<file path="config.mk">
export PLATFORM = sky130hd
export DESIGN_NAME = kths_ctrl
export DESIGN_NICKNAME = d
export VERILOG_FILES = /design/src/design/kths_pkg.sv /design/src/design/kths_ctrl.sv
export SDC_FILE = /design/constraint.sdc
export NUM_CORES = 1
export LEC_CHECK = 0
export BUFFER_PORTS_ARGS = -buffer_cell sky130_fd_sc_hd__buf_2
export CORE_AREA = 2 2 39 41
export DETAILED_ROUTE_END_ITERATION = 8
export DIE_AREA = 0 0 41 43
export HOLD_SLACK_MARGIN = 0.1
export PLACE_DENSITY = 0.38
export SKIP_CTS_REPAIR_TIMING = 1
export SLEW_MARGIN = 40
export SYNTH_ARGS = -nofsm -noshare
export SYNTH_HDL_FRONTEND = slang
export SYNTH_SLANG_ARGS = --single-unit
</file>
<file path="constraint.sdc">
create_clock -name clk -period 0.9 [get_ports clk]
set_input_delay 0.09 -clock clk [delete_from_list [all_inputs] [get_ports clk]]
set_output_delay 0.09 -clock clk [all_outputs]
set_load 0.02 [all_outputs]
</file>
<file path="src/design/kths_pkg.sv">
// ----------------------------------------------------------------------------
// kths_pkg
// types, constants and command structs shared by the track history store
// ----------------------------------------------------------------------------
`default_nettype none
package kths_pkg;
  localparam int MAX_TRACKS    = 16;
  localparam int HISTORY_DEPTH = 64;
  localparam int TW = (MAX_TRACKS > 1) ? $clog2(MAX_TRACKS) : 1;
  localparam int SW = (HISTORY_DEPTH > 1) ? $clog2(HISTORY_DEPTH) : 1;
  localparam int CW = $clog2(HISTORY_DEPTH + 1);
  localparam int UW = $clog2(MAX_TRACKS + 1);
  localparam int AW = TW + SW;

  localparam logic [1:0] FUNC_PUSH   = 2'd0;
  localparam logic [1:0] FUNC_LATEST = 2'd1;
  localparam logic [1:0] FUNC_OLDEST = 2'd2;
  localparam logic [1:0] FUNC_PEEK   = 2'd3;

  localparam logic [2:0] ST_APPENDED = 3'd0;
  localparam logic [2:0] ST_REPLACED = 3'd1;
  localparam logic [2:0] ST_DROPPED  = 3'd2;
  localparam logic [2:0] ST_FULL     = 3'd3;
  localparam logic [2:0] ST_QUERY    = 3'd4;

  typedef struct packed {
    logic [1:0]         func;
    logic [15:0]        target_key;
    logic [47:0]        sample_time;
    logic signed [31:0] pos_x;
    logic signed [31:0] pos_y;
    logic signed [31:0] pos_z;
    logic signed [31:0] vel_x;
    logic signed [31:0] vel_y;
    logic signed [31:0] vel_z;
  } in_item_t;

  typedef struct packed {
    logic [2:0]         status;
    logic               sample_valid;
    logic [6:0]         sample_count;
    logic [47:0]        out_time;
    logic signed [31:0] out_pos_x;
    logic signed [31:0] out_pos_y;
    logic signed [31:0] out_pos_z;
    logic signed [31:0] out_vel_x;
    logic signed [31:0] out_vel_y;
    logic signed [31:0] out_vel_z;
  } out_item_t;

  typedef enum logic [2:0] {
    S_IDLE, S_SEARCH, S_READ, S_DECIDE, S_DONE
  } state_t;

  typedef struct packed {
    logic load;
    logic scan_start;
    logic scan_step;
    logic read_issue;
    logic decide;
    logic emit;
  } cmd_t;

  typedef struct packed {
    logic scan_done;
  } sts_t;
endpackage
`default_nettype wire

</file>
<file path="src/design/kths_ctrl.sv">
// ----------------------------------------------------------------------------
// kths_ctrl
// sequencer: key search, slot read, decide and write, result strobe
// ----------------------------------------------------------------------------
`default_nettype none
module kths_ctrl import kths_pkg::*; (
  input  wire  clk,
  input  wire  rst_n,
  input  wire  start,
  output logic busy,
  output cmd_t cmd,
  input  sts_t sts
);
  state_t state_r, state_nxt;

  always_ff @(posedge clk) begin
    if (!rst_n) state_r <= S_IDLE;
    else state_r <= state_nxt;
  end

  always_comb begin
    state_nxt = state_r;
    cmd = '0;
    busy = (state_r != S_IDLE);
    case (state_r)
      S_IDLE: begin
        if (start) begin
          cmd.load = 1'b1;
          cmd.scan_start = 1'b1;
          state_nxt = S_SEARCH;
        end
      end
      S_SEARCH: begin
        if (sts.scan_done) begin
          cmd.read_issue = 1'b1;
          state_nxt = S_READ;
        end else begin
          cmd.scan_step = 1'b1;
        end
      end
      S_READ: state_nxt = S_DECIDE;
      S_DECIDE: begin
        cmd.decide = 1'b1;
        state_nxt = S_DONE;
      end
      S_DONE: begin
        cmd.emit = 1'b1;
        state_nxt = S_IDLE;
      end
      default: state_nxt = S_IDLE;
    endcase
  end

`ifndef SYNTHESIS
  a_emit_after_decide: assert property (@(posedge clk) disable iff (!rst_n)
    cmd.emit |-> $past(cmd.decide)) else $error("emit without decide");
  a_read_after_scan: assert property (@(posedge clk) disable iff (!rst_n)
    cmd.read_issue |-> sts.scan_done) else $error("read before scan done");
  a_busy_after_start: assert property (@(posedge clk) disable iff (!rst_n)
    (start && !busy) |=> busy) else $error("start not taken");
`endif
endmodule
`default_nettype wire

</file>
# == Yosys cells after proc, flatten, opt, wreduce, memory -nomap -nowiden ==
# Index checks and enable logic that the tools add are counted.
# word_totals
ff_bits,3
in_bits,4
out_inout_bits,7
word_cells,20
# op_classes
eq_ne,6
mux,10
reduce_logical,3
# op_table
operator,count
case mux 3 bit (4 select lines),1
== test 3 x 2 -> 1 bit (second input constant),2
2-to-1 mux 2 bit,3
2-to-1 mux 3 bit,2
2-to-1 mux 1 bit,4
!= test 2 bit (second input constant),2
== test 3 x 1 -> 1 bit (second input constant),1
== test 3 bit (second input constant),1
logical NOT 3 bit,1
nonzero test 3 bit,1
AND reduction 2 bit,1

# == Longest topological paths before layout ==
# depth
word_depth,3
mapped_depth,3
ltp_nobuf,2

# == Worst setup path after synthesis ==
# OpenSTA, ideal clock, no wires.
# synth_path
path_kind,reg2out
start,register state_r[1]
end,output port cmd[5] in the netlist's numbering
arrival_ns,1.416
required_ns,0.810
setup_slack_ns,-0.606
path_stages_with_launch,4
path_buffers,1
cell_sequence,dfxtp_1 > or3_1 > nor2_1 > buf_4
# synth_rtl
element,line_no,rtl
from (decl),kths_ctrl.sv:14,"state_t state_r, state_nxt;"
from (signal assigned),kths_ctrl.sv:18,else state_r <= state_nxt;
to (decl),kths_ctrl.sv:11,"output cmd_t cmd,"

==> results_dict.tcl <==
set metrics [dict create \
    grt_pass1_vias 195 \
    seq_area_frac_synth 0.348 \
    globalRouteTotalUtil 0.0643 \
    antenna_found_initial 0 \
    setup_viol_count_final 8 \
    synth_area_um2 173 \
    htree_levels 1 \
    p_leak_nw 0.156 \
    cp-end-kind "primary output" \
    cts.path.max_buffers 2 \
    wirelength_um 470 \
    antenna_cells 0 \
    netlist_instances 21 \
    yosysWarnings 0 \
    synth.distinct_cells 14 \
    critical_path_required_ps 810 \
    place_inst 49 \
    cts_made_buffers 3 \
    start_util 0.125 \
    io_pins 11 \
    ir_worst_vdd_v 0.000413 \
    initialDrtViolationCount 3 \
    syn_nets 25 \
    hp-start "sts" \
    finalPower_uw 549 \
    p_per_area_nw_per_um2 1530 \
    top_register "state_r" \
    ys_seq_elements 3 \
    worst_slack_ps -348 \
    avgSynthCellArea_um2 8.22 \
    grt_start_max_net_pins 9 \
    num_rows 14 \
    critPathArrivalTime_ps 1160 \
    crit_path_start_kind "register" \
    hold_class "input pin to register" \
    status "complete, but fails checks" \
    largest_reg_flops 3 \
    finClkSkew_ps 0.510 \
    r2r-start "state_r[0]$_SDFFE_PN0P_" \
    drv_slew 0 \
    overflow 0 \
    first_pass_iters 2 \
    fin_crit_ps 1250 \
    grt_pass1_wl_um 703 \
    cts_root_buffer "clkbuf_4" \
    nets 42 \
    cp-startpoint "state_r[1]$_SDFFE_PN0P_" \
    cts_tree "done" \
    drv_cap 0 \
    io_buffers 10 \
    worst_slew_pin_slew_ps 190 \
    die-area_um2 1760 \
    clk_pin_slew_worst_paths_ps 40 \
    post-route-util 0.259 \
    worst-path-max-fanout 7 \
    gp_congestion 0.637 \
    violations "negative setup slack" \
    path_class "register to primary output" \
    rsz0062_at_grt "true" \
    max_freq_mhz 801 \
    final_antenna_net_count 0 \
    dp_hpwl_um 351 \
    core_area_um2 1380 \
    relSlewSlack 0.873 \
    place_ws_ps -145 \
    layout.cells.non_filler 53 \
    dieWidth_um 41 \
    drc 0 \
    vias 210 \
    timing.final.crit_share 1.39 \
    wl_per_cell_um 8.87 \
    hold_ws_ps 174 \
    top_regs "state_r (3)" \
    clock-sinks 3 \
    area_growth_syn_to_layout_pct 107 \
    final_hold_viol_count 0 \
    viasPerCell 3.96 \
    clkLatencyLatePin_ps 230 \
    drive_above_1_share 0.676 \
    rrSetupSlack_ps -80 \
    die_y_um 43 \
]
[worst paths after layout]
check | endpoint | depth (start not counted)
max | cmd[4] | 3
min | state_r[1]$_SDFFE_PN0P_ | 3
max reg2reg | state_r[0]$_SDFFE_PN0P_ | 3
min reg2reg | state_r[2]$_SDFFE_PN0P_ | 2
[area by class of cell]
class	count	area, µm²
Timing Repair Buffer	14	108
Clock buffer	4	26.3
Sequential cell	3	65.1
Fill cell	159	1030
Multi-Input combinational cell	15	135
Inverter	1	3.75
Tap cell	16	20.0
[layer usage]
layer | part of all wire | GRT usage | vias to the layer above
met5 | 0 | 0 | -
met4 | 0.013 | 0.0800 | 0
met3 | 0.13 | 0.0314 | 2
met2 | 0.47 | 0.0813 | 11
met1 | 0.39 | 0.0643 | 94
li1 | - | - | 103
[critical path: stages, from the launching register on]
cell	delay (ps)
dfxtp_4	350
or3_4	340
nor2_4	110
buf_6	120
[layout by cell type (no fill, tap or decap), types with 2 or more instances in the layout]
cell type / count
buf_4: 5
clkbuf_4: 3
buf_6: 4
nand2b_1: 2
a21oi_2: 2
nor2_1: 2
buf_2: 5
[cells by family after synthesis]
| family | synth area share |
|---|---|
| AOI/OAI and AO/OA | 0.101 |
| buffers and inverters | 0.109 |
| DFF | 0.348 |
| and+or+nand+nor | 0.442 |
[metrics by stage]
step,cell area (µm²),setup TNS [ps]
3_5_place_dp,285,-691
3_3_place_gp,285,-668
6_report,358,-2080
2_1_floorplan,204,-720
5_1_grt,358,-2450
4_1_cts,312,-2410
[synth_stat cells]
cell type | n | area share
dfxtp_1 | 3 | 0.35
nor2_1 | 3 | 0.065
a21oi_1 | 2 | 0.058
buf_4 | 2 | 0.087
nand2b_1 | 2 | 0.072
inv_1 | 1 | 0.022
nand2_1 | 1 | 0.022
nand3b_1 | 1 | 0.043
nor3b_1 | 1 | 0.043
nor4b_1 | 1 | 0.051
nor4bb_1 | 1 | 0.058
o21bai_1 | 1 | 0.043
or3_1 | 1 | 0.036
or3b_1 | 1 | 0.051
[power by group]
part	total (mW)	internal, mW	switching, mW
Sequential	0.150	0.142	0.00795
Combinational	0.166	0.0877	0.0779
Clock	0.234	0.166	0.0679
Total	0.549	0.395	0.154
(Power assumes the default switching activity.)
